<file path="src/tdpt_pkg.sv">
// Shared constants and controller/datapath interface types for the
// trial-division prime test. No dependencies.
package tdpt_pkg;

    localparam int VALUE_WIDTH = 32;
    localparam int CNT_WIDTH   = $clog2(VALUE_WIDTH);

    localparam logic [CNT_WIDTH-1:0] LAST_STEP = CNT_WIDTH'(VALUE_WIDTH - 1);

    typedef struct packed {
        logic load;        // capture candidate, reset divisor to 3
        logic div_start;   // clear remainder, reload dividend
        logic div_step;    // one restoring division step
        logic next_div;    // advance divisor by 2
    } tdpt_cmd_t;

    typedef struct packed {
        logic below_two;   // negative, zero or one
        logic is_two;
        logic is_even;
        logic div_last;    // current step is the final one of a division
        logic d_gt_q;      // divisor exceeds quotient: search is over
        logic rem_zero;
    } tdpt_status_t;

endpackage

</file>
<file path="src/tdpt_datapath.sv">
// Datapath: candidate, odd divisor and a bit-serial restoring divider.
// Depends on tdpt_pkg.
module tdpt_datapath
    import tdpt_pkg::*;
(
    input  logic                   clk,
    input  logic                   rst_n,
    input  tdpt_cmd_t              cmd,
    input  logic [VALUE_WIDTH-1:0] candidate,
    output tdpt_status_t           status
);

    logic [VALUE_WIDTH-1:0] n_reg;
    logic [VALUE_WIDTH-1:0] d_reg;
    logic [VALUE_WIDTH-1:0] q_reg;
    logic [VALUE_WIDTH-1:0] rem_reg;
    logic [CNT_WIDTH-1:0]   cnt_reg;
    logic [VALUE_WIDTH:0]   trial;
    logic                   fits;

    assign trial = {rem_reg, q_reg[VALUE_WIDTH-1]} - {1'b0, d_reg};
    assign fits  = ~trial[VALUE_WIDTH];

    always_ff @(posedge clk or negedge rst_n)
    begin
        if (!rst_n)
        begin
            cnt_reg <= '0;
        end
        else if (cmd.div_start)
        begin
            cnt_reg <= '0;
        end
        else if (cmd.div_step)
        begin
            cnt_reg <= cnt_reg + CNT_WIDTH'(1);
        end
    end

    always_ff @(posedge clk)
    begin
        if (cmd.load)
        begin
            n_reg <= candidate;
            d_reg <= VALUE_WIDTH'(3);
        end
        else if (cmd.next_div)
        begin
            d_reg <= d_reg + VALUE_WIDTH'(2);
        end

        if (cmd.div_start)
        begin
            q_reg   <= n_reg;
            rem_reg <= '0;
        end
        else if (cmd.div_step)
        begin
            q_reg <= {q_reg[VALUE_WIDTH-2:0], fits};
            if (fits)
            begin
                rem_reg <= trial[VALUE_WIDTH-1:0];
            end
            else
            begin
                rem_reg <= {rem_reg[VALUE_WIDTH-2:0], q_reg[VALUE_WIDTH-1]};
            end
        end
    end

    always_comb
    begin
        status.below_two = n_reg[VALUE_WIDTH-1] || (n_reg[VALUE_WIDTH-2:1] == '0);
        status.is_two    = (n_reg == VALUE_WIDTH'(2));
        status.is_even   = ~n_reg[0];
        status.div_last  = (cnt_reg == LAST_STEP);
        status.d_gt_q    = (d_reg > q_reg);
        status.rem_zero  = (rem_reg == '0);
    end

endmodule

</file>
<file path="src/tdpt_ctrl.sv">
// Controller: sequences classification, division passes and result output.
// Depends on tdpt_pkg.
module tdpt_ctrl
    import tdpt_pkg::*;
(
    input  logic         clk,
    input  logic         rst_n,
    input  logic         in_valid,
    output logic         in_stall,
    output logic         out_valid,
    input  logic         out_stall,
    output logic         is_prime,
    input  tdpt_status_t status,
    output tdpt_cmd_t    cmd
);

    typedef enum logic [2:0] {
        ST_IDLE,
        ST_CHECK,
        ST_DIV,
        ST_EVAL,
        ST_RESULT
    } state_t;

    state_t state_reg;
    logic   out_valid_reg;
    logic   is_prime_reg;
    logic   res_reg;
    logic   out_free;

    assign in_stall  = (state_reg != ST_IDLE);
    assign out_valid = out_valid_reg;
    assign is_prime  = is_prime_reg;
    assign out_free  = ~out_valid_reg | ~out_stall;

    always_comb
    begin
        cmd = '0;
        unique case (state_reg)
            ST_IDLE:   cmd.load = in_valid;
            ST_CHECK:  cmd.div_start = 1'b1;
            ST_DIV:    cmd.div_step = 1'b1;
            ST_EVAL:
            begin
                cmd.next_div  = 1'b1;
                cmd.div_start = 1'b1;
            end
            ST_RESULT: ;
            default:   ;
        endcase
    end

    always_ff @(posedge clk or negedge rst_n)
    begin
        if (!rst_n)
        begin
            state_reg     <= ST_IDLE;
            out_valid_reg <= 1'b0;
            is_prime_reg  <= 1'b0;
            res_reg       <= 1'b0;
        end
        else
        begin
            // in ST_RESULT the output register is handled by that state alone
            if (out_valid_reg && !out_stall && (state_reg != ST_RESULT))
            begin
                out_valid_reg <= 1'b0;
            end
            unique case (state_reg)
                ST_IDLE:
                begin
                    if (in_valid)
                    begin
                        state_reg <= ST_CHECK;
                    end
                end
                ST_CHECK:
                begin
                    priority if (status.below_two)
                    begin
                        res_reg   <= 1'b0;
                        state_reg <= ST_RESULT;
                    end
                    else if (status.is_two)
                    begin
                        res_reg   <= 1'b1;
                        state_reg <= ST_RESULT;
                    end
                    else if (status.is_even)
                    begin
                        res_reg   <= 1'b0;
                        state_reg <= ST_RESULT;
                    end
                    else
                    begin
                        state_reg <= ST_DIV;
                    end
                end
                ST_DIV:
                begin
                    if (status.div_last)
                    begin
                        state_reg <= ST_EVAL;
                    end
                end
                ST_EVAL:
                begin
                    // quotient below divisor means d*d > n: no factor left
                    priority if (status.d_gt_q)
                    begin
                        res_reg   <= 1'b1;
                        state_reg <= ST_RESULT;
                    end
                    else if (status.rem_zero)
                    begin
                        res_reg   <= 1'b0;
                        state_reg <= ST_RESULT;
                    end
                    else
                    begin
                        state_reg <= ST_DIV;
                    end
                end
                ST_RESULT:
                begin
                    if (out_free)
                    begin
                        out_valid_reg <= 1'b1;
                        is_prime_reg  <= res_reg;
                        state_reg     <= ST_IDLE;
                    end
                end
                default:
                begin
                    state_reg <= ST_IDLE;
                end
            endcase
        end
    end

endmodule

</file>
<file path="src/trial_division_prime_test_top.sv">
// Trial-division primality test: one signed candidate in, one flag out.
// Input channel in_valid/in_stall carries candidate; output channel
// out_valid/out_stall carries is_prime. A transaction completes on a rising
// edge with valid high and stall low.
// Negatives, 0, 1 and even values resolve in the check state, with no
// division. Odd values run one bit-serial division per odd divisor
// d = 3, 5, ... until d exceeds the quotient or a remainder is zero; each
// divisor runs a full pass through the shared restoring divider and is then
// evaluated (up to roughly 23170 divisors for a 31-bit prime at
// VALUE_WIDTH = 32).
// One candidate is processed at a time; in_stall is low only while idle.
// The result sits in an output register, so a new candidate is accepted
// while the previous flag still waits on out_stall; a finished result
// waits in the controller until that register is free.
// Reset (rst_n low, asynchronous) returns to idle and drops out_valid.
// Depends on tdpt_pkg, tdpt_ctrl and tdpt_datapath.
module trial_division_prime_test_top
    import tdpt_pkg::*;
(
    input  logic                          clk,
    input  logic                          rst_n,
    input  logic                          in_valid,
    output logic                          in_stall,
    input  logic signed [VALUE_WIDTH-1:0] candidate,
    output logic                          out_valid,
    input  logic                          out_stall,
    output logic                          is_prime
);

    tdpt_cmd_t    cmd;
    tdpt_status_t status;

    tdpt_ctrl u_ctrl (
        .clk       (clk),
        .rst_n     (rst_n),
        .in_valid  (in_valid),
        .in_stall  (in_stall),
        .out_valid (out_valid),
        .out_stall (out_stall),
        .is_prime  (is_prime),
        .status    (status),
        .cmd       (cmd)
    );

    tdpt_datapath u_datapath (
        .clk       (clk),
        .rst_n     (rst_n),
        .cmd       (cmd),
        .candidate (VALUE_WIDTH'(unsigned'(candidate))),
        .status    (status)
    );

endmodule
</file>
<file path="config.mk">
export PLATFORM = sky130hd
export DESIGN_NAME = trial_division_prime_test_top
export DESIGN_NICKNAME = d
export VERILOG_FILES = /design/src/tdpt_pkg.sv /design/src/tdpt_datapath.sv /design/src/tdpt_ctrl.sv /design/src/trial_division_prime_test_top.sv
export SDC_FILE = /design/constraint.sdc
export NUM_CORES = 1
export LEC_CHECK = 0
export BUFFER_PORTS_ARGS = -buffer_cell sky130_fd_sc_hd__buf_2
export CAP_MARGIN = 20
export CORE_MARGIN = 2
export CORE_UTILIZATION = 40
export CTS_BUF_LIST = sky130_fd_sc_hd__clkbuf_8
export DETAILED_ROUTE_END_ITERATION = 16
export GPL_TIMING_DRIVEN = 1
export MAX_ROUTING_LAYER = met4
export SYNTH_ARGS = -nofsm -noshare
export SYNTH_HDL_FRONTEND = slang
export SYNTH_SLANG_ARGS = --single-unit
</file>
<file path="constraint.sdc">
create_clock -name clk -period 9 [get_ports clk]
set_clock_uncertainty 0.15 [all_clocks]
set_input_delay 0.9 -clock clk [delete_from_list [all_inputs] [get_ports clk]]
set_output_delay 0.9 -clock clk [all_outputs]
set_load 0.01 [all_outputs]
</file>
; ---- Yosys cells after proc, flatten, opt, wreduce, memory -nomap -nowiden
; Index checks and enable logic that the tools add are counted.
[totals]
in_bits = 36
wordCells = 70
register_bits = 139
output_inout_bits = 3
[classes]
n_addsub = 3
reduce_logical = 14
bitwise_logic = 4
mux = 27
eq_ne = 12
order_cmp = 1
[op_table]
columns = op, count
row1 = $mux W32, 3
row2 = $sub A33 B32 Y33, 1
row3 = $add A32 B2 Y32 const B, 1
row4 = $eq A32 B2 Y1 const B, 1
row5 = $gt A32 B32 Y1, 1
row6 = $logic_not A32 Y1, 1
row7 = $logic_not A30 Y1, 1
row8 = $mux W3, 8
row9 = $pmux W3 S5, 1
row10 = $mux W1, 12
row11 = $mux W5, 2
row12 = $eq A3 B2 Y1 const B, 2
row13 = $ne A3 B3 Y1 const B, 2
row14 = $reduce_and A3 Y1, 2
row15 = $add A5 B1 Y5 const B, 1
row16 = $eq A5 B5 Y1 const B, 1
row17 = $ne A2 B2 Y1 const B, 2
row18 = $ne A4 B4 Y1 const B, 1
row19 = $reduce_bool A2 Y1, 2
row20 = $eq A3 B1 Y1 const B, 1
row21 = $eq A3 B3 Y1 const B, 1
row22 = $logic_not A3 Y1, 1
row23 = $not A1 Y1, 3
row24 = $reduce_bool A3 Y1, 1
row25 = 8 further kinds, 9

; ---- Longest topological paths before layout
[depth]
depth_word = 6
depth_mapped = 13
ltp_nobuf = 11

; ---- Hierarchy
; From an unflattened synthesis, not the netlist that was laid out.
[hier_totals]
hier_cells = 906
area_unflattened_um2 = 8315.5
[by_module_without_submodules]
columns = mod, seq_area_each_um2, cells_each, n_inst, area_each_um2
row1 = tdpt_datapath, 3308.2, 874, 1, 7993.9
row2 = tdpt_ctrl, 150.1, 32, 1, 321.6

; ---- Worst setup path after synthesis
; OpenSTA, ideal clock, no wires.
[synth_path]
path_kind = reg-to-reg
from = register u_datapath.d_reg[8]
to = register u_datapath.rem_reg[31]
setup_slack_ns = 6.071
stages_incl_launch_ff = 12
setup_ns = 0.128
t_required_ns = 8.722
arrival_ns = 2.650
period_less_slack_ns = 2.929
path_buffers = 0
cell_sequence = dfxtp_1 inv_1 ha_1 a211o_1 a221o_1 a211o_1 o211ai_2 nand2_2 a311oi_1 mux2i_1 o31ai_1 o22ai_1
[synth_between]
elab_chain_len = 2
[synth_rtl]
columns = item, line_no
row1 = start: declaration, tdpt_datapath.sv:14  ; logic [VALUE_WIDTH-1:0] d_reg;
row2 = start signal: assignment, tdpt_datapath.sv:49  ; d_reg <= d_reg + VALUE_WIDTH'(2);
row3 = $sub A33 B32 Y33, tdpt_datapath.sv:21  ; assign trial = {rem_reg, q_reg[VALUE_WIDTH-1]} - {1'b0, d_reg};
row4 = $mux W32, tdpt_datapath.sv:60  ; if (fits)
row5 = end signal: assignment, tdpt_datapath.sv:62  ; rem_reg <= trial[VALUE_WIDTH-1:0];
row6 = end signal: assignment, tdpt_datapath.sv:66  ; rem_reg <= {rem_reg[VALUE_WIDTH-2:0], q_reg[VALUE_WIDTH-1]};
row7 = end: declaration, tdpt_datapath.sv:16  ; logic [VALUE_WIDTH-1:0] rem_reg;
; No other way between the ends.
; A chain may end at the register's enable or synchronous reset.

; ---- Final worst setup path
[layout_path]
from = register u_datapath.d_reg[3]
to = register u_datapath.rem_reg[20]
; The elaborated chain is that of the path after synthesis.

==> results.py <==
metrics = {
    "run_status": {
        "status": "finished, final reports clean",
    },
    "floorplanning": {
        "fp.dieW_um": 147,
        "ios": 39,
        "rows": 52,
        "die_y_um": 147,
        "core-area_mm2": 0.0202,
        "start_util_pct": 40.6,
        "die-area_mm2": 0.0217,
    },
    "routing": {
        "met2_length_um": 8250,
        "drt-initial-drc-count": 438,
        "wl_per_cell_um": 15.3,
        "ant_nets": 0,
        "wirelength_um": 18500,
        "met1_length_um": 9250,
        "top_layer": "met4",
        "routed-via-count": 6371,
        "dr.pass1.iters": 5,
        "vias_per_cell": 5.28,
        "drcViolationCount": 0,
        "dr_wl_met3_um": 625,
    },
    "pwr": {
        "intPower_w": 0.00190,
        "power_frac_seq_pct": 31.5,
        "p_leak_nw": 3.79,
        "ir_worst_vdd_uv": 146,
        "p_comb_share_pct": 53.1,
        "p_per_area_mw_per_mm2": 375,
        "power_frac_clock_pct": 15.4,
        "p_sw_w": 0.00150,
        "swShare_pct": 44.2,
    },
    "final_layout": {
        "syn2layout_area_growth_pct": 10.4,
        "antenna_cells": 0,
        "layout-drive-gt1-share_pct": 10.8,
        "nFillCells": 1910,
        "fin_nets": 1025,
        "final_cell_count_no_fill": 1206,
        "fin_area_mm2": 0.00908,
    },
    "worst_setup_path": {
        "max_stage_delay_ns": 0.74,
        "cp-startpoint": "u_datapath.d_reg[3]",
        "crit_top_cell": "nand3_2",
        "cp_top_family": "compound AO/OA/AOI/OAI gates",
        "worst-path-buf-inv": 1,
        "critical_path_class": "flop to flop",
        "critPathRequiredTime_ns": 9.23,
        "worstPathArrival_ns": 4.19,
        "slowest_stage": "nand3_2",
        "startpoint_type": "flop",
        "reg2reg_from": "u_datapath.d_reg[3]",
        "critPathMaxFanout": 29,
        "worstPathCellList": "inv_1 -> ha_1 -> o21ai_0 -> o21ai_2 -> nand3_2 -> a2111oi_4 -> o211ai_2 -> a31oi_4 -> nand3_2 -> mux2_4 -> a21oi_2",
        "crit_path_end_kind": "flop",
    },
    "logic_synthesis": {
        "ys_seq_elements": 138,
        "syn_nets": 992,
        "synth_common_cells": "nand2_1 (82), o21ai_0 (82), inv_1 (77)",
        "synth-seq-area-share_pct": 42.1,
        "synth_flop_cell": "edfxtp_1",
        "synth_warnings": 0,
        "yosysTopAreaCellShare_pct": 23.4,
        "ys_types": 63,
        "synth_edf_count": 64,
        "async_reset_ff_share_pct": 7.97,
        "synth.largest_area_cell": "edfxtp_1",
        "avgSynthCellArea_um2": 9.24,
        "syn-cell-area_mm2": 0.00822,
        "synth_area_leaders": "edfxtp_1 (23%), dfxtp_1 (15%), ha_1 (9.9%)",
        "syn_inst": 890,
    },
    "global_route": {
        "overflow": 0,
        "antenna_found_initial": 0,
        "grt_pass1_vias": 5938,
        "grtUsageTotal_pct": 17.9,
        "grt_pass1_wl_um": 30000,
        "grt_start_max_net_pins": 65,
    },
    "placed_design": {
        "dpl_cell_area_mm2": 0.00868,
        "hpwl_um": 13800,
        "dp.cells": 1174,
        "pre_cts_ws_ns": 5.10,
        "gp_congestion": 0.826,
        "io_buffers": 38,
    },
    "sta": {
        "max_freq_mhz": 253,
        "tns_ns": 0,
        "layout_setup_ws_ns": 5.04,
        "period_minus_slack_ns": 3.96,
        "worst_slew_pin_slew_ns": 0.944,
        "hold_viol_final": 0,
        "grt_setup_unrepaired": "no",
        "report.final.slew_viol_count": 0,
        "setup_viol": 0,
        "maxSlewHeadroom_pct": 37.0,
        "fin_crit_sh_pct": 44.0,
    },
    "clock_network": {
        "root_buffer": "clkbuf_8",
        "cts_setup_buffers": 0,
        "cts.sinks": 138,
        "cts_buffers": 17,
        "cts_buffer_depth": 2,
        "cts.reportedPaths.clkPinSlew_ns": 0.09,
        "cts_resized": 0,
        "cts_tree": "done",
        "ctsHtreeMaxLevel": 4,
        "clock_latency_ns": 0.45,
        "postCtsHoldBufs": 0,
    },
    "flow_run": {
        "cap_violations": 0,
    },
    "hold_path": {
        "hp-class": "primary input to async pin",
    },
}
## final timing paths
kind | slack, ns | endpoint | cells after the start
hold / removal | 0.16 | u_ctrl.is_prime | 1
min in group clk | 0.36 | u_ctrl.is_prime | 1
max in group asynchronous | 8.33 | u_ctrl.state_reg[1] | 1
hold reg to reg | 0.36 | u_ctrl.is_prime | 1
setup / recovery | 5.04 | u_datapath.rem_reg[20] | 11
setup reg to reg | 5.04 | u_datapath.rem_reg[20] | 11
## worst register-to-register path, cell delays in order (launching register included)
cell and delay [ns]:
dfxtp_1 0.40, inv_1 0.09, ha_1 0.37, o21ai_0 0.15, o21ai_2 0.23, nand3_2 0.16
a2111oi_4 0.45, o211ai_2 0.22, a31oi_4 0.24, nand3_2 0.74, mux2_4 0.59, a21oi_2 0.12
## routing by layer
layer,up-vias,global-route usage [%]
li1,3276,-
met5,-,-
met4,0,5.48
met3,14,2.89
met2,125,27.7
met1,2956,24.3
## power groups by stage
stage | Clock, W | Combinational (W) | Sequential [W]
6_report | 0.000524 | 0.00181 | 0.00107
5_1_grt | 0.000559 | 0.00203 | 0.00109
4_1_cts | 0.000537 | 0.00180 | 0.00107
3_5_place_dp | 0 | 0.00179 | 0.00108
3_3_place_gp | 0 | 0.00178 | 0.00108
2_1_floorplan | 0 | 0.00146 | 0.00102
## through the flow
stage                     hold slack [ns]  util (%)  power [W]
final                               0.157      44.9    0.00340
after global routing                0.152      44.9    0.00368
after CTS                           0.142      44.9    0.00341
after detailed placement            0.340      42.9    0.00288
after global placement              0.334      42.9    0.00286
after floorplan                     0.325         -    0.00248
## area by class of cell
cell class / instances / area [um2] / area share (%)
Clock inverter: 15 / 165 / 1.82
Tap cell: 270 / 338 / 3.72
Multi-Input combinational cell: 646 / 4360 / 48.1
Clock buffer: 17 / 234 / 2.58
Sequential cell: 138 / 3460 / 38.1
Inverter: 77 / 289 / 3.18
Timing Repair Buffer: 43 / 228 / 2.51
## placed cells by master, fill, tap and decap left out, types with 17 or more instances in the layout
| cell type | n |
|---|---|
| clkbuf_8 | 17 |
| mux2i_1 | 26 |
| buf_2 | 38 |
| a21oi_1 | 70 |
| o21ai_0 | 82 |
| nor2_1 | 55 |
| nand3_1 | 20 |
| dfxtp_1 | 63 |
| inv_1 | 77 |
| xnor2_1 | 45 |
| nand2_1 | 82 |
| a21o_1 | 27 |
| nand4_1 | 21 |
| edfxtp_1 | 64 |
| ha_1 | 65 |
## kinds of logic after synthesis
group / Yosys count / synth area share [%]
compound gates: 240 / 18.1
buf+inv: 106 / 5.10
xor+xnor: 54 / 5.75
flops: 138 / 42.1
mux: 31 / 3.90
simple gates: 255 / 14.9
fa+ha+maj: 66 / 10.1
Note: power is estimated with default switching activity, not from simulation.
